--- config.mk ---
export PLATFORM = sky130hd
export DESIGN_NAME = pba_front
export DESIGN_NICKNAME = d
export VERILOG_FILES = /design/src/pow2_bucket_block_allocator_top_assert.svh /design/src/pba_pkg.sv /design/src/pba_front.sv
export SDC_FILE = /design/constraint.sdc
export NUM_CORES = 1
export LEC_CHECK = 0
export ABC_AREA = 1
export BUFFER_PORTS_ARGS = -buffer_cell sky130_fd_sc_hd__buf_2
export CAP_MARGIN = 30
export CORE_ASPECT_RATIO = 0.8
export CORE_MARGIN = 4
export CORE_UTILIZATION = 33
export DETAILED_ROUTE_END_ITERATION = 7
export HOLD_SLACK_MARGIN = 0.12
export PLACE_DENSITY = 0.61
export SLEW_MARGIN = 20
export SYNTH_ARGS = -nofsm -noshare
export SYNTH_HDL_FRONTEND = slang
export SYNTH_SLANG_ARGS = --single-unit
--- constraint.sdc ---
create_clock -name i_clk -period 4.65 [get_ports i_clk]
set_input_delay 0.93 -clock i_clk [delete_from_list [all_inputs] [get_ports i_clk]]
set_output_delay 0.93 -clock i_clk [all_outputs]
set_load 0.03 [all_outputs]
--- src/pow2_bucket_block_allocator_top_assert.svh ---
// Assertion macros for the pow2 bucket block allocator.
// Used by modules that check their own sequencing; expects i_clk and i_rst_n in scope.
`ifndef POW2_BUCKET_BLOCK_ALLOCATOR_TOP_ASSERT_SVH
`define POW2_BUCKET_BLOCK_ALLOCATOR_TOP_ASSERT_SVH

// same-cycle implication
`define PBA_ASSERT_NOW(label, ante, cons) \
    label: assert property (@(posedge i_clk) disable iff (!i_rst_n) (ante) |-> (cons)) \
        else $error("pba assertion failed");

// next-cycle implication
`define PBA_ASSERT_NEXT(label, ante, cons) \
    label: assert property (@(posedge i_clk) disable iff (!i_rst_n) (ante) |=> (cons)) \
        else $error("pba assertion failed");

`endif

--- src/pba_pkg.sv ---
// Shared types, constants and helper functions of the pow2 bucket block allocator.
// No dependencies.
`timescale 1ns / 1ps
`default_nettype none

package pba_pkg;

    localparam int SIZE_CLASSES = 8;
    localparam int HEADER_WORDS = 16384;
    localparam int MIN_BLOCK    = 8;
    localparam int HDR_BYTES    = 4;

    localparam int ADDR_W = 16;
    localparam int BRK_W  = ADDR_W + 1;
    localparam int CLS_W  = $clog2(SIZE_CLASSES);
    localparam int HDR_AW = $clog2(HEADER_WORDS);

    localparam int QDEPTH = 2;
    localparam int QAW    = $clog2(QDEPTH);
    localparam int QCW    = $clog2(QDEPTH + 1);

    typedef logic [ADDR_W-1:0] t_addr;
    typedef logic [BRK_W-1:0]  t_brk;
    typedef logic [CLS_W-1:0]  t_cls;
    typedef logic [HDR_AW-1:0] t_hdr_idx;
    typedef logic [QAW-1:0]    t_qptr;
    typedef logic [QCW-1:0]    t_qcnt;

    typedef enum logic {
        OP_ALLOC = 1'b0,
        OP_FREE  = 1'b1
    } t_op;

    typedef enum logic [1:0] {
        ST_OK        = 2'd0,
        ST_BAD_SIZE  = 2'd1,
        ST_EXHAUSTED = 2'd2
    } t_status;

    typedef enum logic {
        CFG_HEAP_BASE  = 1'b0,
        CFG_HEAP_LIMIT = 1'b1
    } t_cfg_idx;

    // classified request, front to back
    typedef struct packed {
        t_op   op;
        logic  size_ok;
        t_cls  cls;
        t_addr addr;
    } t_cmd;

    // result, back to result queue
    typedef struct packed {
        t_addr   addr;
        t_status status;
    } t_res;

    function automatic t_brk class_bytes(input t_cls c);
        return t_brk'(MIN_BLOCK << c);
    endfunction

    // header word of a usable address
    function automatic t_hdr_idx hdr_index(input t_addr usable);
        t_addr blk;
        blk = usable - t_addr'(HDR_BYTES);
        return t_hdr_idx'((32'(blk) >> 2) % HEADER_WORDS);
    endfunction

endpackage

`default_nettype wire

--- src/pba_front.sv ---
// Front end: classifies each request by size class and holds it in a short queue.
// Depends on pba_pkg.
`timescale 1ns / 1ps
`default_nettype none

module pba_front (
    input  wire                  i_clk,
    input  wire                  i_rst_n,
    input  wire                  i_push,
    output logic                 o_full,
    input  wire                  i_opcode,
    input  wire  [15:0]          i_request_size,
    input  wire  [15:0]          i_release_address,
    output logic                 o_cmd_valid,
    output pba_pkg::t_cmd        o_cmd,
    input  wire                  i_cmd_pop
);

    pba_pkg::t_cmd  r_q [pba_pkg::QDEPTH];
    pba_pkg::t_qptr r_wp, n_wp;
    pba_pkg::t_qptr r_rp, n_rp;
    pba_pkg::t_qcnt r_cnt, n_cnt;
    pba_pkg::t_cmd  cmd_in;
    logic           do_push;
    logic           do_pop;

    // smallest class that holds the size
    always_comb begin
        cmd_in.op      = pba_pkg::t_op'(i_opcode);
        cmd_in.addr    = i_release_address;
        cmd_in.size_ok = 1'b0;
        cmd_in.cls     = '0;
        for (int c = pba_pkg::SIZE_CLASSES - 1; c >= 0; c--) begin
            if (32'(pba_pkg::MIN_BLOCK << c) >= 32'(i_request_size)) begin
                cmd_in.cls     = pba_pkg::t_cls'(c);
                cmd_in.size_ok = (i_request_size != '0);
            end
        end
    end

    assign o_full      = (r_cnt == pba_pkg::t_qcnt'(pba_pkg::QDEPTH));
    assign o_cmd_valid = (r_cnt != '0);
    assign o_cmd       = r_q[r_rp];
    assign do_push     = i_push && !o_full;
    assign do_pop      = i_cmd_pop && o_cmd_valid;

    always_comb begin
        n_wp  = r_wp;
        n_rp  = r_rp;
        n_cnt = r_cnt;
        if (do_push) begin
            n_wp = (r_wp == pba_pkg::t_qptr'(pba_pkg::QDEPTH - 1)) ? '0 : r_wp + 1'b1;
        end
        if (do_pop) begin
            n_rp = (r_rp == pba_pkg::t_qptr'(pba_pkg::QDEPTH - 1)) ? '0 : r_rp + 1'b1;
        end
        if (do_push && !do_pop) begin
            n_cnt = r_cnt + 1'b1;
        end else if (do_pop && !do_push) begin
            n_cnt = r_cnt - 1'b1;
        end
    end

    always_ff @(posedge i_clk) begin
        if (!i_rst_n) begin
            r_wp  <= '0;
            r_rp  <= '0;
            r_cnt <= '0;
        end else begin
            r_wp  <= n_wp;
            r_rp  <= n_rp;
            r_cnt <= n_cnt;
        end
    end

    always_ff @(posedge i_clk) begin
        if (do_push) begin
            r_q[r_wp] <= cmd_in;
        end
    end

endmodule

`default_nettype wire

# Yosys cells after proc, flatten, opt, wreduce, memory -nomap -nowiden
# Memories as Yosys holds them, arrays and structs flattened. A register that Yosys moved wholly into a read port is not among the register bits.
# Cells that the tools add are included.
# totals
ff_bits	4
latch_bits	0
ram_bits	42
romBits	0
word_cells	43
memories	1
# op_classes
n_addsub	4
mul	0
div	0
order_cmp	8
n_eq_ne	1
shifts	0
mux	16
bitwise	0
n_reduce_logical	10
# mem_list
name	depth	width	read_ports	rd_clocked_by_memory_dff	wr	line_no	rtl
r_q	2	21	1	1	1	pba_front.sv:19	pba_pkg::t_cmd r_q [pba_pkg::QDEPTH];
# ops
operator	count
$mux 4	8
$ge 10x16->1 const A	1
$ge 11x16->1 const A	1
$ge 4x16->1 const A	1
$ge 5x16->1 const A	1
$ge 6x16->1 const A	1
$ge 7x16->1 const A	1
$ge 8x16->1 const A	1
$ge 9x16->1 const A	1
$reduce_bool 16->1	1
$mux 1	6
$logic_and 1x1->1	4
$mux 2	2
$reduce_bool 2->1	2
$logic_not 1->1	3
$add 1x1->1 const B	2
$add 2x1->2 const B	1
$eq 2x2->1 const B	1
$sub 2x1->2 const B	1

# Longest topological paths before layout
# Gate-level depths: netlist (run 1).
# logic_depth
word_depth	9
mapped_depth	12

# Least setup slack after synthesis (run 1)
# Ideal clock, no wire load.
# synth_timing
path_type	in2reg
from	input i_push
to	memory r_q[1][0] (netlist name) (enable)
setup_time_ns	0.400
t_arrival_ns	1.994
t_required_ns	4.250
slack_ns	2.256
path_stages	2
cell_sequence	o21ai_0 -> nor2_1
# synth_via
elab_chain_len	3
# synth_lines
element	line_no	rtl
start: declaration	pba_front.sv:9	input wire i_push,
$logic_and 1x1->1	pba_front.sv:44	assign do_push = i_push && !o_full;
$mux 1	pba_front.sv:77	if (do_push) begin
$mux 1 (not written as such)	pba_front.sv:78	r_q[r_wp] <= cmd_in;
end: declaration	pba_front.sv:19	
# Every way passes these cells.

==> results of run 1 <==
-- Yosys cell counts, drive strengths merged --
cell     count
edfxtp      42
nand3        2
inv         15
buf          2
o21ai       10
dfxtp        5
nor2        19
nor3b        1
mux2        21
a2111oi      1
and3         1
a21oi        7
nor3         1
nand2       24
ha           1
-- per-stage QoR --
stage                     utilization (%)  power [mW]
final                                42.9        1.21
after global routing                 42.9        1.29
after CTS                            42.7        1.23
after detailed placement             41.0       0.954
after global placement               40.8       0.946
after floorplan                         -       0.839
-- how the worst min path moves through the flow --
stage	start	end	slack (ps)
after floorplan	r_rp	flop	450
final	r_rp	r_rp	480
after global routing	r_rp	r_rp	540
after detailed placement	r_rp	r_rp	470
after global placement	r_rp	r_rp	460
after CTS	r_rp	r_rp	480
-- tightest hold or removal path: stages, from the launching register on --
cell and delay, ps:
dfxtp_1 300, inv_1 70, a21oi_1 60
-- power breakdown --
group          switching (mW)  internal, mW
clock network           0.112         0.157
registers              0.0193         0.534
logic                   0.255         0.137
-- final cells by class --
cell class	instances	area, sq um	share of cell area [%]
clock buffer	6	72.6	2.84
clock inverter	1	30.0	1.18
inverter	15	56.3	2.21
multi-input combinational	88	602	23.6
sequential	47	1360	53.3
tap	81	101	3.97
timing repair buffer	62	329	12.9
-- registers in the layout, summed over array words and instances, names as in the netlist, named ones only --
signal and flops:
r_cnt 2, r_q 42, r_rp 1, r_wp 1
-- logic make-up (layout without fill, tap and decap cells) --
kind of cell | count (synthesis) | in the layout | synth area share (%)
AOI/OAI and AO/OA | 18 | 18 | 4.82
adders and majority gates | 1 | 1 | 0.618
buffers and inverters | 17 | 84 | 3.28
DFF | 47 | 47 | 67.2
muxes | 21 | 21 | 11.7
and+or+nand+nor | 48 | 48 | 12.4
-- layer usage --
metal | vias to the layer above | GRT usage (%) | wire length, microns
li1 | 667 | - | -
met1 | 568 | 12.2 | 1530
met2 | 51 | 15.5 | 1530
met3 | 2 | 3.07 | 284
met4 | 0 | 3.69 | 34
met5 | - | 0 | 0
-- layout by cell type, fill, tap and decap left out, types with 3 or more instances in the layout --
master     n
nor2_2     9
a21oi_1    6
buf_2     59
nand2_1   18
nand2_2    6
nor2_1     7
inv_1     14
mux2_2    21
clkbuf_8   5
edfxtp_1  42
o21ai_0    9
dfxtp_1    5
nor2_4     3
==> results.toml, run 1 <==
[timing]
setup_viol = 0
setup_tns_ps = 0
fin_ws_ps = 2190
hold_violations = 0
slew_headroom_pct = 55.0
clock_skew_ps = 2.45
holdWs_ps = 480
rsz0062_at_grt = "no"
fin_crit_ps = 2460
fmax_mhz = 407
period_share_pct = 52.8
tightest_slew_ps = 658
drv_slew = 0

[clocking]
clk_latency_ps = 280
clock-sinks = 47
ctsHoldBuffers = 0
clk_path_buf_depth = 2
clkSlewWorstSetupHoldPaths_ps = 70
cts-root-buf = "clkbuf_8"
cts_resized = 0
htree_levels = 2
numCtsBuffers = 5
postCtsSetupBuffers = 0
cts_tree = "yes"

[logic_synthesis]
syn_nets = 190
synth_area_leader_cell = "edfxtp_1"
ys_ff_latch = 47
syn-mean-instance-area_sq_um = 13.3
syn_inst = 152
synth_top_area_share_pct = 62.3
yosysSeqAreaShare_pct = 67.2
ys_top_cells_by_area = "edfxtp_1, mux2_2, dfxtp_1"
post_synth_num_cell_types = 22
syn_area_sq_um = 2020
yosys_warnings = 0

[floorplanning]
row_count = 25
io_pins = 60
start_util_pct = 34.1
dieArea_sq_um = 7460
core_sq_um = 5940
die_width_microns = 95.6
die_y_microns = 78.1

[critical_path]
critPathSlowestCell = "dfxtp_1"
crit_path_max_fanout = 17
cp_num_buf_inv = 2
r2r_start = "r_cnt[1]"
ff2ff_path_depth = 8
crit_path_cell_trace = "buf_8 > mux2_2 > buf_2"
critPathRequiredTime_ps = 3720
r2r_end = "r_cnt[1]"
crit_cells = 3
cp_slowest_stage_delay_ps = 480
path_class = "reg -> out"
setup.worst_path.end = "o_cmd[18]"
cpLargestDelayFamily = "flip-flops"
crit_arrival_ps = 1530
r2r_slack_ps = 2900
critical_path.startpoint_type = "flop"
worstSetupEndpointType = "output port"

[layout]
final_area_sq_um = 2550
antennaDiodeCount = 0
area_delta_synth_final_pct = 26.1
fillers = 555
layout.nets = 257
final_cells = 300
layout-drive-gt1-share_pct = 50.2

[placed_design]
hpwl_microns = 2540
dp_cells = 292
post-place-ws_ps = 2130
dpl_cell_area_sq_um = 2430
place.gp.congestion = 0.730
port_buffers = 59

[drt]
drtPass1Iterations = 4
antenna_left = 0
wl_microns = 3380
drt_iter0_drc = 31
num_vias = 1288
vias_per_cell = 4.29
drc = 0
wire_per_inst_microns = 11.3

[power]
ir_drop_mv = 0.139
p_leak_nw = 1.00
p_per_area_nw_per_um2 = 476

[grt]
grt_max_degree = 22
grt_first_pass_wirelength_microns = 5530
globalRouteTotalUtil_pct = 9.70
grt.overflow.total = 0
antenna_found_initial = 0
first_global_vias = 1241

[job]
max_cap_viol_count = 0

[worst_hold_path]
hp-class = "reg -> reg"
worstHoldPathCells = 2

[outcome]
status = "completed"
Note: power is estimated with default switching activity, not from simulation.
==> run 2: changes to the inputs <==
- clock period: 4.65 -> 2.6 ns (I/O delays scaled with it)
==> run 2 against run 1 <==
Clock power rose by 92%. Count of clock-buffer cells in the layout decreased by 1. First-iteration DRC count is 87% higher. Flip-flop and latch count stayed put. Hold slack got worse by 74 ps. Critical endpoint is now o_cmd[11].
==> results.toml, run 2 (synthesized netlist as in run 1, its figures left out) <==
[drt]
drt_iter0_drc = 58
num_vias = 1288
drtPass1Iterations = 4
drc = 0
wl_microns = 3470
vias_per_cell = 4.28
wire_per_inst_microns = 11.5
antenna_left = 0

[power]
p_leak_nw = 1.01
p_per_area_nw_per_um2 = 863
ir_drop_mv = 0.237

[layout]
antennaDiodeCount = 0
final_common_cell = "buf_2"
final_cells = 301
fillers = 560
top_regs = "r_q: 42 flops, r_cnt: 2 flops"
layout.nets = 257
largest_register = "r_q"
largest_register_ffs = 42
multiInputGateArea_sq_um = 602
mostFrequentLayoutCells = "buf_2, edfxtp_1, mux2_2"
layout-drive-gt1-share_pct = 50.5
utilization_pct = 42.9
area_delta_synth_final_pct = 26.0
seqCellArea_sq_um = 1360

[placed_design]
post-place-ws_ps = 782
port_buffers = 59
dp_cells = 293
place.gp.congestion = 0.716
hpwl_microns = 2610

[timing]
fin_crit_ps = 2120
drv_slew = 0
fin_ws_ps = 485
tightest_slew_ps = 631
rsz0062_at_grt = "no"
setup_viol = 0
clock_skew_ps = 4.41
period_share_pct = 81.4
holdWs_ps = 406
hold_violations = 0
fmax_mhz = 473
setup_tns_ps = 0
slew_headroom_pct = 56.9

[floorplanning]
core_sq_um = 5940
io_pins = 60
die_width_microns = 95.6
start_util_pct = 34.1
dieArea_sq_um = 7460
row_count = 25
die_y_microns = 78.1

[outcome]
status = "completed"

[job]
max_cap_viol_count = 0

[grt]
grt_first_pass_wirelength_microns = 5290
first_global_vias = 1183
antenna_found_initial = 0
globalRouteTotalUtil_pct = 9.31
grt_max_degree = 17
grt.overflow.total = 0

[clocking]
clock-sinks = 47
htree_levels = 2
ctsHoldBuffers = 0
numCtsBuffers = 5
clk_latency_ps = 290
cts-root-buf = "clkbuf_8"
clk_path_buf_depth = 2
postCtsSetupBuffers = 0
clkSlewWorstSetupHoldPaths_ps = 90
cts_tree = "yes"
cts_resized = 0

[critical_path]
crit_path_max_fanout = 16
crit_arrival_ps = 1600
worstSetupEndpointType = "output port"
path_class = "reg -> out"
r2r_start = "r_cnt[1]"
critical_path.startpoint_type = "flop"
critPathRequiredTime_ps = 2080

[worst_hold_path]
hold_start = "i_release_address[9]"
hp-class = "in -> reg"
run 2: final cells by class:
type / instances / share of cell area, %
timing repair buffer: 62 / 12.5
sequential: 47 / 53.4
inverter: 15 / 2.21
tap: 81 / 3.97
multi-input combinational: 88 / 23.6
clock inverter: 3 / 1.67
clock buffer: 5 / 2.70
run 2: layer usage:
layer | vias to the layer above | routed length (microns) | track usage, %
met2 | 46 | 1580 | 14.7
met1 | 574 | 1580 | 11.5
met3 | 2 | 281 | 3.07
li1 | 666 | - | -
met5 | - | 0 | 0
met4 | 0 | 34 | 4.26
run 2: report_power, final:
group          leakage, nW  switching [mW]  internal, mW  total, mW
registers            0.436          0.0347         0.955      0.989
logic                0.514           0.454         0.236      0.691
clock network       0.0562           0.233         0.286      0.519
run 2: worst max-delay path, cell delays in order (launching register included):
cell	delay (ps)
dfxtp_1	460
buf_4	290
mux2_2	370
buf_2	180
run 2: worst paths after layout:
check | to | slack, ps | depth (start not counted)
max | o_cmd[11] | 480 | 3
min | r_q[0][9] | 410 | 1
max reg2reg | r_cnt[1] | 790 | 8
min reg2reg | r_rp | 470 | 2
run 2: per-stage QoR:
stage | instance area, sq um | power (mW)
6_report | 2550 | 2.20
5_1_grt | 2550 | 2.32
4_1_cts | 2550 | 2.23
3_5_place_dp | 2440 | 1.71
3_3_place_gp | 2440 | 1.70
2_1_floorplan | 2020 | 1.50
