==> src/pow2_bucket_block_allocator_top_assert.svh <==
// Assertion macros for the pow2 bucket block allocator.
// Used by modules that check their own sequencing; expects i_clk and i_rst_n in scope.
`ifndef POW2_BUCKET_BLOCK_ALLOCATOR_TOP_ASSERT_SVH
`define POW2_BUCKET_BLOCK_ALLOCATOR_TOP_ASSERT_SVH

// same-cycle implication
`define PBA_ASSERT_NOW(label, ante, cons) \
    label: assert property (@(posedge i_clk) disable iff (!i_rst_n) (ante) |-> (cons)) \
        else $error("pba assertion failed");

// next-cycle implication
`define PBA_ASSERT_NEXT(label, ante, cons) \
    label: assert property (@(posedge i_clk) disable iff (!i_rst_n) (ante) |=> (cons)) \
        else $error("pba assertion failed");

`endif

==> src/pba_pkg.sv <==
// Shared types, constants and helper functions of the pow2 bucket block allocator.
// No dependencies.
`timescale 1ns / 1ps
`default_nettype none

package pba_pkg;

    localparam int SIZE_CLASSES = 8;
    localparam int HEADER_WORDS = 16384;
    localparam int MIN_BLOCK    = 8;
    localparam int HDR_BYTES    = 4;

    localparam int ADDR_W = 16;
    localparam int BRK_W  = ADDR_W + 1;
    localparam int CLS_W  = $clog2(SIZE_CLASSES);
    localparam int HDR_AW = $clog2(HEADER_WORDS);

    localparam int QDEPTH = 2;
    localparam int QAW    = $clog2(QDEPTH);
    localparam int QCW    = $clog2(QDEPTH + 1);

    typedef logic [ADDR_W-1:0] t_addr;
    typedef logic [BRK_W-1:0]  t_brk;
    typedef logic [CLS_W-1:0]  t_cls;
    typedef logic [HDR_AW-1:0] t_hdr_idx;
    typedef logic [QAW-1:0]    t_qptr;
    typedef logic [QCW-1:0]    t_qcnt;

    typedef enum logic {
        OP_ALLOC = 1'b0,
        OP_FREE  = 1'b1
    } t_op;

    typedef enum logic [1:0] {
        ST_OK        = 2'd0,
        ST_BAD_SIZE  = 2'd1,
        ST_EXHAUSTED = 2'd2
    } t_status;

    typedef enum logic {
        CFG_HEAP_BASE  = 1'b0,
        CFG_HEAP_LIMIT = 1'b1
    } t_cfg_idx;

    // classified request, front to back
    typedef struct packed {
        t_op   op;
        logic  size_ok;
        t_cls  cls;
        t_addr addr;
    } t_cmd;

    // result, back to result queue
    typedef struct packed {
        t_addr   addr;
        t_status status;
    } t_res;

    function automatic t_brk class_bytes(input t_cls c);
        return t_brk'(MIN_BLOCK << c);
    endfunction

    // header word of a usable address
    function automatic t_hdr_idx hdr_index(input t_addr usable);
        t_addr blk;
        blk = usable - t_addr'(HDR_BYTES);
        return t_hdr_idx'((32'(blk) >> 2) % HEADER_WORDS);
    endfunction

endpackage

`default_nettype wire

==> src/pba_res_q.sv <==
// Result queue: holds finished results until the consumer pops them.
// Depends on pba_pkg.
`timescale 1ns / 1ps
`default_nettype none

module pba_res_q (
    input  wire                  i_clk,
    input  wire                  i_rst_n,
    input  wire                  i_push,
    input  pba_pkg::t_res        i_res,
    output logic                 o_room,
    output logic                 o_empty,
    output pba_pkg::t_res        o_res,
    input  wire                  i_pop
);

    pba_pkg::t_res  r_q [pba_pkg::QDEPTH];
    pba_pkg::t_qptr r_wp, n_wp;
    pba_pkg::t_qptr r_rp, n_rp;
    pba_pkg::t_qcnt r_cnt, n_cnt;
    logic           do_push;
    logic           do_pop;

    assign o_room  = (r_cnt != pba_pkg::t_qcnt'(pba_pkg::QDEPTH));
    assign o_empty = (r_cnt == '0);
    assign o_res   = r_q[r_rp];
    assign do_push = i_push && o_room;
    assign do_pop  = i_pop && !o_empty;

    always_comb begin
        n_wp  = r_wp;
        n_rp  = r_rp;
        n_cnt = r_cnt;
        if (do_push) begin
            n_wp = (r_wp == pba_pkg::t_qptr'(pba_pkg::QDEPTH - 1)) ? '0 : r_wp + 1'b1;
        end
        if (do_pop) begin
            n_rp = (r_rp == pba_pkg::t_qptr'(pba_pkg::QDEPTH - 1)) ? '0 : r_rp + 1'b1;
        end
        if (do_push && !do_pop) begin
            n_cnt = r_cnt + 1'b1;
        end else if (do_pop && !do_push) begin
            n_cnt = r_cnt - 1'b1;
        end
    end

    always_ff @(posedge i_clk) begin
        if (!i_rst_n) begin
            r_wp  <= '0;
            r_rp  <= '0;
            r_cnt <= '0;
        end else begin
            r_wp  <= n_wp;
            r_rp  <= n_rp;
            r_cnt <= n_cnt;
        end
    end

    always_ff @(posedge i_clk) begin
        if (do_push) begin
            r_q[r_wp] <= i_res;
        end
    end

endmodule

`default_nettype wire

==> config.mk <==
export PLATFORM = sky130hd
export DESIGN_NAME = pba_res_q
export DESIGN_NICKNAME = d
export VERILOG_FILES = /design/src/pow2_bucket_block_allocator_top_assert.svh /design/src/pba_pkg.sv /design/src/pba_res_q.sv
export SDC_FILE = /design/constraint.sdc
export NUM_CORES = 1
export LEC_CHECK = 0
export ABC_AREA = 0
export BUFFER_PORTS_ARGS = -buffer_cell sky130_fd_sc_hd__buf_4
export CORE_ASPECT_RATIO = 0.5
export CORE_MARGIN = 2
export CORE_UTILIZATION = 50
export DETAILED_ROUTE_END_ITERATION = 6
export PLACE_DENSITY = 0.75
export SLEW_MARGIN = 10
export SYNTH_ARGS = -nofsm -noshare
export SYNTH_HDL_FRONTEND = slang
export SYNTH_SLANG_ARGS = --single-unit
==> constraint.sdc <==
create_clock -name i_clk -period 2 [get_ports i_clk]
set_input_delay 0.5 -clock i_clk [delete_from_list [all_inputs] [get_ports i_clk]]
set_output_delay 0.5 -clock i_clk [all_outputs]
set_load 0.03 [all_outputs]
Word-level counts from Yosys, hierarchy flattened
Memories as Yosys holds them, arrays and structs flattened. A register that Yosys moved wholly into a read port is not among the register bits.
Cells that the tools add are included.
{"block": "totals", "register_bits": 4, "ram_bits": 36, "inputBits": 22, "out_inout_bits": 20, "elab_cells": 26, "mem_count": 1}
{"block": "classes", "addsub": 4, "n_eq_ne": 1, "muxes": 8, "reduce_logical": 9}
{"memory": "r_q", "words": 2, "word_bits": 18, "rd": 1, "rd_clocked_by_memory_dff": 1, "wr": 1, "line": "pba_res_q.sv:17", "rtl": "pba_pkg::t_res r_q [pba_pkg::QDEPTH];"}
{"op": "two-way mux 1 bit", "count": 6}
{"op": "logical AND 1 bit", "count": 4}
{"op": "two-way mux 2 bit", "count": 2}
{"op": "zero test 1 bit", "count": 3}
{"op": "adder 1 bit, second input constant", "count": 2}
{"op": "adder 2 x 1 -> 2 bit, second input constant", "count": 1}
{"op": "zero test 2 bit", "count": 1}
{"op": "!= test 2 bit, second input constant", "count": 1}
{"op": "nonzero test 2 bit", "count": 1}
{"op": "subtractor 2 x 1 -> 2 bit, second input constant", "count": 1}

Depth between registers and ports, before layout
Gate-level depths: netlist of the first run.
{"block": "depth", "depth_word": 6, "depth_mapped": 6, "mapped_depth_nobuf": 6}

Worst setup path after synthesis of the first run
Ideal clock, no wire load.
{"block": "synth_path", "path_kind": "register to output", "start": "register (tool-made name)", "end": "output o_res[10] (netlist name)", "arrival_time_ns": 1.078, "required_time_ns": 1.500, "setup_slack_ns": 0.422, "stages_incl_launch_ff": 4, "path_buffers": 2, "path_cell_list": "dfxtp_1 -> buf_4 -> buf_2 -> mux2_2"}
{"element": "end, declared", "line": "pba_res_q.sv:13", "rtl": "output pba_pkg::t_res o_res,"}

==> results of run 1 <==
==> state kept, by name, indices dropped and copies added (netlist names), named ones only <==
signal	count
r_cnt	2
r_q	36
r_rp	1
r_wp	1
==> logic make-up after synthesis <==
kind of cell / Yosys count
compound gates: 5
xor+xnor: 3
fa+ha+maj: 1
buf+inv: 3
flops: 41
mux: 18
simple gates: 9
==> synth_stat cells <==
cell,n
xnor2_1,2
nor2_1,1
o21ai_1,1
xor2_1,1
dfxtp_1,5
edfxtp_1,36
a21boi_0,1
mux2_2,18
and3_1,1
a21bo_2,1
a21boi_1,1
and2_1,4
or3_1,1
buf_4,1
nand3b_1,1
o21ai_0,1
nand2b_4,1
ha_1,1
inv_1,1
buf_2,1
==> power by group <==
group / total (mW) / internal [mW] / switching [mW] / leakage (nW)
registers: 1.12 / 1.08 / 0.0487 / 0.377
clock network: 0.486 / 0.234 / 0.252 / 0.0377
logic: 0.929 / 0.412 / 0.518 / 0.339
==> critical path: stages, from the launching register on <==
cell and delay (ns):
dfxtp_1 0.31, buf_4 0.24, mux2_2 0.37, buf_4 0.17
==> layout make-up <==
class	instances	area (um2)
Timing Repair Buffer	44	330
Clock buffer	5	68.8
Inverter	1	3.75
Multi-Input combinational cell	36	339
Tap cell	40	50.0
Sequential cell	41	1180
Fill cell	205	976
Clock inverter	2	11.3
==> how the worst max path moves through the flow <==
stage                     startpoint         to  slack, ns  cells past startpoint
after floorplan                 flop  o_res[10]       0.42                      3
after global placement        i_push   r_cnt[1]       0.41                      5
after detailed placement      i_push   r_cnt[1]       0.38                      5
after CTS                       flop  o_res[14]       0.11                      3
after global routing            flop  o_res[14]       0.07                      3
final                           flop  o_res[14]       0.13                      3
==> per-stage QoR <==
step	area, um2	setup slack [ns]	hold WS, ns
floorplan	1540	0.422	0.517
global placement	1900	0.411	0.537
detailed placement	1900	0.381	0.546
CTS	1980	0.108	0.391
global route	1980	0.0730	0.387
finish	1980	0.133	0.399
==> per-layer routing <==
metal  wire [um]  GRT usage, %  share of wire [%]  up-vias
li1            -             -                  -      396
met1         871          15.1                 40      382
met2        1190          23.5                 54       18
met3         114          6.38                5.2        2
met4          10          4.33               0.46        0
met5           0             0                  0        -
==> impl_results.rst, run 1 <==
.. list-table::
   :header-rows: 1

   * - Metric
     - Value
   * - Result of the run
     - finished clean
   * - Overall via count from detail_route
     - 798
   * - Row Count
     - 14
   * - Vertical extent of the die
     - about 43 um
   * - Unrepaired setup endpoints after global routing
     - no
   * - Beginning of the worst hold path
     - i_res[10]
   * - Starting density of the core
     - 51.9%
   * - Portion of netlist area occupied by mux cells
     - 13.2%
   * - Filler-free cell count of the finished design
     - 169
   * - Adder-Cell Fraction of Synth Area
     - 0.814%
   * - Simple-gate area share of the yosys netlist
     - around 4%
   * - Synth Area in XOR/XNOR
     - 1.71%
   * - Number of hold-slack violations in the final timing report
     - 0
   * - Synth Area per Inst
     - 19.2 um2
   * - Worst-case clock skew
     - 0.00530 ns
   * - Vias in the first global route
     - 780
   * - Global-route wire length before repair
     - 3420 um
   * - Core footprint
     - 0.00296 mm2
   * - Final-layout setup total negative slack
     - 0 ns
   * - Synthesis-stage register bit count
     - 41
   * - Final number of max-transition violations
     - 0
   * - Post-synthesis cell type count
     - 20
   * - Pin slew with the least headroom to its limit
     - 0.247 ns
   * - Portion of synthesized cell area occupied by the leading cell type
     - 70.4%
   * - Relative slew slack
     - 83.5%
   * - Power per cell area
     - 1280 mW/mm2
   * - Hold Buf Count CTS
     - 0
   * - Clock root buffer master
     - clkbuf_8
   * - Number of antenna cells inserted
     - 0
   * - Length of the first detailed-routing pass in iterations
     - 2
   * - CP endpoint kind
     - output port
   * - Hold path cells
     - 1
   * - Peak Freq
     - 536 MHz
   * - Placed Instances
     - roughly 160
   * - Detailed Place HPWL
     - 1450 um
   * - Worst-skew pair later-pin latency
     - 0.28 ns
   * - Proportion of layout cells with a drive suffix above 1
     - around 54%
   * - Layout Utilization
     - 67.0%
   * - CTS Buf Count
     - 5
   * - Critical-path maximum fanout
     - 18
   * - Synthesized net count
     - between 100 and 150
   * - Growth of design area from synthesis to finish
     - 29.2%
   * - Top cell type by total area after synthesis
     - edfxtp_1
   * - Capturing point of the worst reg2reg path
     - r_cnt[1]
   * - Count of cells along the worst register-to-register path
     - 5
   * - Number of gates resized after cts
     - 0
   * - Data required time at the worst endpoint
     - 1.50 ns
   * - Via density per instance
     - 4.72
   * - R2R Setup Slk
     - 0.46 ns
   * - Final antenna-violating net count
     - 0
   * - Critical path launch point type
     - flop
   * - Worst path arrival time
     - 1.37 ns
   * - Total gr overflow
     - 0
   * - Final net count
     - 152
   * - Dominant combinational cell family by area after synthesis
     - multiplexers
   * - Leading cell type in the layout, fill and taps excluded
     - buf_4
   * - Drt drc
     - 0
   * - Number of top-level pins
     - 42
   * - Setup repair bufs after CTS
     - 0
   * - Startpoint-to-endpoint class of the critical path
     - flop to output port
   * - Die Area
     - 0.00356 mm2
   * - Largest cells by area after synthesis
     - edfxtp_1 70%, mux2_2 13%, dfxtp_1 6.5%, and2_1 1.6%, xnor2_1 1.1%
   * - Level count of the clock H-tree
     - 2
   * - Hold/Removal Path Class
     - input pin to flop
   * - Hold endpoint
     - r_q[0][10]
   * - Gp weighted congestion
     - 0.672
   * - Final clock period utilization by the worst path
     - between 90% and 100%
   * - Total setup violations reported at the end of the flow
     - 0
   * - Yosys warns
     - 0
   * - Cell count after synthesis
     - 80
   * - Post-synthesis compound-gate area fraction
     - 2.28%
   * - Drt initial violations
     - 35
   * - X dimension of the die
     - 82.4 um
   * - Reg-to-reg startpoint
     - r_cnt[0]
   * - Maximum number of pins on one net before global-route repair
     - 19
   * - WL final
     - 2180 um
   * - Buffers added on ports
     - 41
   * - Number of antenna violations at the first check in global routing
     - 0
   * - Clock input transition at the sequential cells of the worst setup and hold paths
     - 0.07 ns
   * - Mean routed wirelength per cell
     - 12.9 um
   * - Static Leakage
     - 0.754 nW
   * - Clock sink total
     - between 40 and 50
   * - Register area share after synthesis
     - between 70% and 80%
   * - Highest-count cells in the layout ignoring fill and taps
     - 44 x buf_4, 36 x edfxtp_1, 18 x mux2_2
   * - Global-route usage over all layers
     - 13.7%
   * - Worst-case clock buffer depth
     - 2
   * - Clock tree from TritonCTS
     - done
   * - Number of maximum-capacitance constraint violations
     - 0
   * - Shortest clock period the worst path allows after layout
     - 1.87 ns
   * - Worst voltage drop across the vdd grid
     - 0.947 mV
   * - Synthesized area
     - approximately 0.0015 mm2
   * - Pwr Total
     - 2.54 mW
Note: power is estimated with default switching activity, not from simulation.
==> run 2: changes to the inputs <==
--- a/config.mk
+++ b/config.mk
@@ -5,13 +5,13 @@
 export SDC_FILE = /design/constraint.sdc
 export NUM_CORES = 1
 export LEC_CHECK = 0
-export ABC_AREA = 0
+export ABC_AREA = 1
 export BUFFER_PORTS_ARGS = -buffer_cell sky130_fd_sc_hd__buf_4
 export CORE_ASPECT_RATIO = 0.5
 export CORE_MARGIN = 2
-export CORE_UTILIZATION = 50
+export CORE_UTILIZATION = 51
 export DETAILED_ROUTE_END_ITERATION = 6
-export PLACE_DENSITY = 0.75
+export PLACE_DENSITY = 0.76
 export SLEW_MARGIN = 10
 export SYNTH_ARGS = -nofsm -noshare
 export SYNTH_HDL_FRONTEND = slang
==> run 2 against run 1 <==
Effect of this change:
- cell area increased by 5.9%
- clock-buffer cell count unchanged
- synthesized cell count increased by 18%
- largest power group unchanged
- via count increased by 12%
- routed wire length increased by 13%
- synthesized area increased by 3.7%
- non-clock buffer count increased by 1
- core utilization increased by 3.1 points
- highest routed layer unchanged
- total power increased by 12%
- fmax decreased by 2.9%
- setup slack got worse by 0.056 ns
- largest cell class unchanged
==> impl_results.rst, run 2 <==
.. list-table::
   :header-rows: 1

   * - Metric
     - Value
   * - Starting density of the core
     - 53.2% (was 51.9%)
   * - Yosys warns
     - 0 (unchanged)
   * - Placed Instance Area
     - 0.00197 mm2 (was 0.00190 mm2)
   * - Max reg flops
     - 36 (unchanged)
   * - Cell Chain, Critical Path
     - buf_4 -> mux2_2 -> buf_4 (unchanged)
   * - Synth Flop Type
     - edfxtp_1 (unchanged)
   * - Global-route wire length before repair
     - 3840 um (was 3420 um)
   * - Total non-filler cell area in the finished layout
     - 0.00210 mm2 (was 0.00198 mm2)
   * - Vertical extent of the die
     - 43.5 um (was 43.2 um)
   * - Peak Freq
     - 520 MHz (was 536 MHz)
   * - Leading cell type in the layout, fill and taps excluded
     - buf_4 (unchanged)
   * - Die Area
     - 0.00361 mm2 (was 0.00356 mm2)
   * - Synthesized area
     - 0.00159 mm2 (was 0.00154 mm2)
   * - Clock sink total
     - 41 (unchanged)
   * - Hold endpoint
     - r_q[0][3] (was r_q[0][10])
   * - Clock input transition at the sequential cells of the worst setup and hold paths
     - 0.07 ns (about the same)
   * - Stages on the worst setup path
     - 3 (unchanged)
   * - Slowest stage cell, crit path
     - mux2_2 (unchanged)
   * - Clock tree from TritonCTS
     - done (unchanged)
   * - Length of the first detailed-routing pass in iterations
     - 4 (was 2)
   * - Drt drc
     - 0 (unchanged)
   * - Core footprint
     - 0.00300 mm2 (was 0.00296 mm2)
   * - Combined buffer and inverter count along the critical path
     - 2 (unchanged)
   * - Maximum number of pins on one net before global-route repair
     - 19 (unchanged)
   * - Number of gates resized after cts
     - 0 (unchanged)
   * - Via density per instance
     - 4.85 (was 4.72)
   * - Power share of the combinational group
     - 33.3% (was 36.6%)
   * - Drt initial violations
     - 25 (was 35)
   * - Number of maximum-capacitance constraint violations
     - 0 (unchanged)
   * - Detailed Place HPWL
     - 1730 um (was 1450 um)
   * - Reg-to-reg startpoint
     - r_cnt[0] (unchanged)
   * - Proportion of layout cells with a drive suffix above 1
     - 50.3% (was 54.3%)
   * - Static Leakage
     - 0.856 nW (was 0.754 nW)
   * - Cell count after synthesis
     - 94 (was 80)
   * - Pin slew with the least headroom to its limit
     - 0.313 ns (was 0.247 ns)
   * - CTS Buf Count
     - 5 (unchanged)
   * - Worst path arrival time
     - 1.42 ns (was 1.37 ns)
   * - Worst-case clock buffer depth
     - 2 (unchanged)
   * - Int Power
     - 1.98 mW (was 1.72 mW)
   * - Worst voltage drop across the vdd grid
     - 1.16 mV (was 0.947 mV)
   * - Synthesis-stage register bit count
     - 41 (unchanged)
   * - Register share of total power
     - 39.8% (was 44.3%)
   * - Number of enable flip-flop cells after synthesis
     - 36 (unchanged)
   * - R2R Setup Slk
     - 0.57 ns (was 0.46 ns)
   * - Reg with most FFs
     - r_q (unchanged)
   * - Clock root buffer master
     - clkbuf_8 (unchanged)
   * - Data required time at the worst endpoint
     - 1.50 ns (about the same)
   * - Top cell type by total area after synthesis
     - edfxtp_1 (unchanged)
   * - Count of cells along the worst register-to-register path
     - 9 (was 5)
   * - Highest-count cells in the layout ignoring fill and taps
     - 44 x buf_4, 36 x edfxtp_1, 10 x mux2_4 (was 44 x buf_4, 36 x edfxtp_1, 18 x mux2_2)
   * - Synthesized net count
     - 117 (was 103)
   * - Total setup violations reported at the end of the flow
     - 0 (unchanged)
   * - Capturing point of the worst reg2reg path
     - r_cnt[1] (unchanged)
   * - Final clock period utilization by the worst path
     - 96.1% (was 93.3%)
   * - Sw Share
     - 30.3% (was 32.2%)
   * - Dominant cell type by count on the critical path
     - buf_4 (unchanged)
   * - Relative slew slack
     - 79.1% (was 83.5%)
   * - Number of hold-slack violations in the final timing report
     - 0 (unchanged)
   * - Top flop regs
     - r_q (36), r_cnt (2) (unchanged)
   * - WL final
     - 2460 um (was 2180 um)
   * - Worst-case clock skew
     - 0.00461 ns (was 0.00530 ns)
   * - Total gr overflow
     - 0 (unchanged)
   * - Largest cells by area after synthesis
     - edfxtp_1 68%, mux2_4 9.4%, dfxtp_1 6.3%, mux2_2 5.7%, nor2_1 2.4% (was edfxtp_1 70%, mux2_2 13%, dfxtp_1 6.5%, and2_1 1.6%, xnor2_1 1.1%)
   * - Post-synth ARST share
     - 0% (unchanged)
   * - Hold Buf Count CTS
     - 0 (unchanged)
   * - Number of top-level pins
     - 42 (unchanged)
   * - X dimension of the die
     - 83.0 um (was 82.4 um)
   * - Critical path launch point type
     - flop (unchanged)
   * - Commonest cells post-synth
     - 36 x edfxtp_1, 10 x mux2_4, 10 x nor2_1 (was 36 x edfxtp_1, 18 x mux2_2, 5 x dfxtp_1)
   * - Startpoint-to-endpoint class of the critical path
     - flop to output port (unchanged)
   * - Net Switching
     - 0.862 mW (was 0.819 mW)
   * - Power per cell area
     - 1350 mW/mm2 (was 1280 mW/mm2)
   * - Buffers added on ports
     - 41 (unchanged)
   * - Critical-path maximum fanout
     - 18 (unchanged)
   * - Worst-skew pair later-pin latency
     - 0.28 ns (about the same)
   * - Level count of the clock H-tree
     - 2 (unchanged)
   * - Power share of the clock group
     - 27.0% (was 19.1%)
   * - Most repeated cell in the gate-level netlist after synthesis
     - edfxtp_1 (unchanged)
   * - Overall via count from detail_route
     - 897 (was 798)
   * - Number of filler cells placed in the layout
     - 211 (was 205)
   * - Gp weighted congestion
     - 0.686 (was 0.672)
   * - Largest delay share family, worst path
     - buffers and inverters (unchanged)
   * - Number of antenna cells inserted
     - 0 (unchanged)
   * - Vias in the first global route
     - 874 (was 780)
   * - Hold path cells
     - 1 (unchanged)
   * - Final net count
     - 167 (was 152)
   * - Mean routed wirelength per cell
     - 13.3 um (was 12.9 um)
   * - Final number of max-transition violations
     - 0 (unchanged)
   * - Growth of design area from synthesis to finish
     - 31.9% (was 29.2%)
   * - Portion of synthesized cell area occupied by the leading cell type
     - 67.9% (was 70.4%)
   * - Register area share after synthesis
     - 74.2% (was 76.9%)
   * - Row Count
     - 14 (unchanged)
   * - Number of antenna violations at the first check in global routing
     - 0 (unchanged)
   * - Highest cell delay on the worst timing path
     - 0.37 ns (about the same)
   * - Unrepaired setup endpoints after global routing
     - no (unchanged)
   * - Final-layout setup total negative slack
     - 0 ns (unchanged)
   * - Global-route usage over all layers
     - 14.5% (was 13.7%)
   * - Hold/Removal Path Class
     - input pin to flop (unchanged)
   * - Final antenna-violating net count
     - 0 (unchanged)
   * - Result of the run
     - finished clean (unchanged)
   * - CP endpoint kind
     - output port (unchanged)
   * - Beginning of the worst hold path
     - i_res[3] (was i_res[10])
   * - Setup repair bufs after CTS
     - 0 (unchanged)
   * - Post-synthesis cell type count
     - 14 (was 20)
   * - Shortest clock period the worst path allows after layout
     - 1.92 ns (was 1.87 ns)
   * - Synth Area per Inst
     - 16.9 um2 (was 19.2 um2)
==> run 2: cell types whose count changed after synthesis, sizes merged, moves of 2 or more <==
cell	delta
a21boi	-2
and2	-4
xnor2	-2
inv	+8
nand2	+8
nor2	+9
==> run 2: power by group through the flow <==
stage / clock, mW / sequential (mW) / combinational [mW]
final: 0.767 / 1.13 / 0.947
after global routing: 0.802 / 1.14 / 1.01
after CTS: 0.780 / 1.13 / 0.955
after detailed placement: 0 / 1.15 / 0.955
after global placement: 0 / 1.14 / 0.940
after floorplan: 0 / 1.14 / 0.670
==> run 2: worst max-delay path by stage <==
stage | start | endpoint | slack [ns]
final | flop | o_res[0] | 0.08
after global placement | flop | o_res[2] | 0.37
after detailed placement | flop | o_res[3] | 0.37
after CTS | flop | o_res[3] | 0.06
after global routing | flop | o_res[0] | 0.02
after floorplan | r_cnt[0] | r_q[1][0] | 0.03
==> run 2: logic make-up after synthesis <==
kind of cell,synth area share [%]
buffers and inverters,4.08
DFF,74.2
and+or+nand+nor,4.95
AOI/OAI and AO/OA,0.942
muxes,15.1
adders and majority gates,0.785
==> run 2: layout make-up <==
class,count,area [um2],share of cell area (%)
inverter,9,33.8,1.61
clock inverter,3,65.1,3.10
clock buffer,5,68.8,3.28
timing repair buffer,45,350,16.7
tap,40,50.0,2.38
sequential,41,1180,56.2
multi-input combinational,42,352,16.7
==> run 2: metal layers <==
metal | vias to the layer above | part of all wire (%) | global-route usage [%]
met1 | 436 | 39 | 15.2
met2 | 22 | 54 | 27.6
met4 | 0 | 1.6 | 5.90
met5 | - | 0 | 0
met3 | 5 | 5.7 | 4.95
li1 | 434 | - | -
==> run 2: through the flow <==
| step | util (%) | hold slack (ns) | worst slack [ns] | power [mW] | std cells |
|---|---|---|---|---|---|
| 3_3_place_gp | 65.7 | 0.478 | 0.370 | 2.08 | 177 |
| 3_5_place_dp | 65.7 | 0.490 | 0.371 | 2.10 | 177 |
| 6_report | 70.1 | 0.396 | 0.0773 | 2.85 | 185 |
| 5_1_grt | 70.1 | 0.385 | 0.0233 | 2.96 | 185 |
| 2_1_floorplan | - | 0.467 | 0.0288 | 1.81 | 94 |
| 4_1_cts | 70.1 | 0.387 | 0.0576 | 2.87 | 185 |
==> run 3: changes to the inputs <==
==> constraint.sdc (replaced) <==
create_clock -name i_clk -period 2 [get_ports i_clk]
set_input_delay 0.5 -clock i_clk [delete_from_list [all_inputs] [get_ports i_clk]]
set_output_delay 0.5 -clock i_clk [all_outputs]
set_load 0.01 [all_outputs]
==> run 3 against run 2 <==
Effect of this change:
- fmax rose by 0.54%
- critical endpoint is now o_res[7]
- via count fell by 1.7%
- routed wire length rose by 2.8%
==> impl_results.rst, run 3 (synthesized netlist as in run 2, its figures left out) <==
.. list-table::
   :header-rows: 1

   * - Metric
     - Value
   * - Result of the run
     - finished clean (unchanged)
   * - Hold Buf Count CTS
     - 0 (unchanged)
   * - Data required time at the worst endpoint
     - 1.50 ns (about the same)
   * - Worst-case clock buffer depth
     - 2 (unchanged)
   * - Total setup violations reported at the end of the flow
     - 0 (unchanged)
   * - Highest cell delay on the worst timing path
     - 0.38 ns (was 0.37 ns)
   * - Highest-count cells in the layout ignoring fill and taps
     - 44 x buf_4, 36 x edfxtp_1, 10 x mux2_4 (unchanged)
   * - Vias in the first global route
     - 859 (was 874)
   * - Clock tree from TritonCTS
     - done (unchanged)
   * - Clock root buffer master
     - clkbuf_8 (unchanged)
   * - Number of top-level pins
     - 42 (unchanged)
   * - Clock input transition at the sequential cells of the worst setup and hold paths
     - 0.08 ns (was 0.07 ns)
   * - Total gr overflow
     - 0 (unchanged)
   * - Maximum number of pins on one net before global-route repair
     - 19 (unchanged)
   * - Starting density of the core
     - 53.2% (unchanged)
   * - Growth of design area from synthesis to finish
     - 30.7% (was 31.9%)
   * - Final antenna-violating net count
     - 0 (unchanged)
   * - Cell Chain, Critical Path
     - buf_4 -> mux2_2 -> buf_4 (unchanged)
   * - Worst path arrival time
     - 1.41 ns (was 1.42 ns)
   * - Via density per instance
     - 4.77 (was 4.85)
   * - Global-route usage over all layers
     - 15.5% (was 14.5%)
   * - Filler-free cell count of the finished design
     - 185 (unchanged)
   * - Unrepaired setup endpoints after global routing
     - no (unchanged)
   * - Final number of max-transition violations
     - 0 (unchanged)
   * - Largest delay share family, worst path
     - buffers and inverters (unchanged)
   * - Reg with most FFs
     - r_q (unchanged)
   * - Final net count
     - 167 (unchanged)
   * - Overall via count from detail_route
     - 882 (was 897)
   * - Critical-path maximum fanout
     - 18 (unchanged)
   * - Total non-filler cell area in the finished layout
     - 0.00208 mm2 (was 0.00210 mm2)
   * - Length of the first detailed-routing pass in iterations
     - 4 (unchanged)
   * - Row Count
     - 14 (unchanged)
   * - Leading cell type in the layout, fill and taps excluded
     - buf_4 (unchanged)
   * - Top flop regs
     - r_q (36), r_cnt (2) (unchanged)
   * - Global-route wire length before repair
     - 3980 um (was 3840 um)
   * - Worst voltage drop across the vdd grid
     - 0.821 mV (was 1.16 mV)
   * - Mean routed wirelength per cell
     - 13.7 um (was 13.3 um)
   * - CP endpoint kind
     - output port (unchanged)
   * - Combined buffer and inverter count along the critical path
     - 2 (unchanged)
   * - WL final
     - 2530 um (was 2460 um)
   * - Worst-case clock skew
     - 0.00748 ns (was 0.00461 ns)
   * - Peak Freq
     - 523 MHz (was 520 MHz)
   * - Critical path launch point type
     - flop (unchanged)
   * - Die Area
     - 0.00361 mm2 (unchanged)
   * - Clock sink total
     - 41 (unchanged)
   * - Max reg flops
     - 36 (unchanged)
   * - Power per cell area
     - 1220 mW/mm2 (was 1350 mW/mm2)
   * - Number of hold-slack violations in the final timing report
     - 0 (unchanged)
   * - Core footprint
     - 0.00300 mm2 (unchanged)
   * - Worst-skew pair later-pin latency
     - 0.29 ns (was 0.28 ns)
   * - Placed Instances
     - 177 (unchanged)
   * - Proportion of layout cells with a drive suffix above 1
     - 50.3% (unchanged)
   * - Drt initial violations
     - 44 (was 25)
   * - Number of maximum-capacitance constraint violations
     - 0 (unchanged)
   * - Drt drc
     - 0 (unchanged)
   * - X dimension of the die
     - 83.0 um (unchanged)
   * - Final clock period utilization by the worst path
     - 95.6% (was 96.1%)
   * - Final-layout setup total negative slack
     - 0 ns (unchanged)
   * - Detailed Place HPWL
     - 1750 um (was 1730 um)
   * - Dominant cell type by count on the critical path
     - buf_4 (unchanged)
   * - Placed Instance Area
     - 0.00197 mm2 (unchanged)
   * - Buffers added on ports
     - 41 (unchanged)
   * - Startpoint-to-endpoint class of the critical path
     - flop to output port (unchanged)
   * - Hold/Removal Path Class
     - input pin to flop (unchanged)
   * - Level count of the clock H-tree
     - 2 (unchanged)
   * - Relative slew slack
     - 78.5% (was 79.1%)
   * - Number of gates resized after cts
     - 0 (unchanged)
   * - Setup repair bufs after CTS
     - 0 (unchanged)
   * - Pwr Total
     - 2.54 mW (was 2.85 mW)
   * - Slowest stage cell, crit path
     - mux2_2 (unchanged)
   * - Vertical extent of the die
     - 43.5 um (unchanged)
   * - Number of antenna violations at the first check in global routing
     - 0 (unchanged)
   * - CTS Buf Count
     - 5 (unchanged)
   * - Shortest clock period the worst path allows after layout
     - 1.91 ns (was 1.92 ns)
   * - Number of antenna cells inserted
     - 0 (unchanged)
   * - Pin slew with the least headroom to its limit
     - 0.322 ns (was 0.313 ns)
   * - Gp weighted congestion
     - 0.685 (was 0.686)
   * - Static Leakage
     - 0.843 nW (was 0.856 nW)
## run 3: changes by cell type in the layout (fill, tap and decap cells not counted)
cell        previous run  this run
clkinv_4               0         1
clkinv_2               1         0
bufinv_16              2         1
clkinvlp_4             0         1
## run 3: stage by stage
| stage | utilization (%) | worst slack, ns | hold slack (ns) |
|---|---|---|---|
| 6_report | 69.5 | 0.0876 | 0.386 |
| 5_1_grt | 69.5 | 0.0327 | 0.370 |
| 4_1_cts | 69.5 | 0.0623 | 0.375 |
| 3_5_place_dp | 65.7 | 0.389 | 0.495 |
| 3_3_place_gp | 65.7 | 0.396 | 0.478 |
| 2_1_floorplan | - | 0.206 | 0.467 |
## run 3: final cells by class
| type | instances | area, um2 |
|---|---|---|
| clock buffers | 5 | 68.8 |
| inverters | 9 | 33.8 |
| fillers | 210 | 913 |
| well taps | 40 | 50.0 |
| multi-input cells | 42 | 352 |
| clock inverters | 3 | 46.3 |
| repair buffers | 45 | 350 |
| flip-flops and latches | 41 | 1180 |
## run 3: worst register-to-register path: stages, from the launching register on
cell and delay, ns:
dfxtp_1 0.33, inv_1 0.10, nand2_1 0.07, nand2_1 0.15
inv_1 0.08, ha_1 0.30, inv_1 0.08, nand3_1 0.08
nand2_1 0.07, inv_1 0.04, nor2_1 0.08
## run 3: path summary, 6_finish.rpt
path | from | to | slack (ns) | cells after the start
worst max register to register | r_cnt[0] | r_cnt[1] | 0.57 | 10
worst min register to register | r_rp | r_rp | 0.51 | 2
worst max-delay path | flop | o_res[7] | 0.09 | 3
worst min-delay path | i_res[16] | r_q[0][16] | 0.39 | 1
## run 3: layer usage
metal	vias up	part of all wire, %	GRT usage [%]
met5	-	0	0
met3	6	5.3	4.95
met2	22	53	26.8
met4	0	0.75	9.84
met1	420	40	17.4
li1	434	-	-
## run 3: report_power, final
part	switching (mW)	leakage, nW	internal, mW
combinational	0.355	0.411	0.396
clock	0.284	0.0543	0.373
sequential	0.0474	0.377	1.08
total	0.687	0.843	1.85
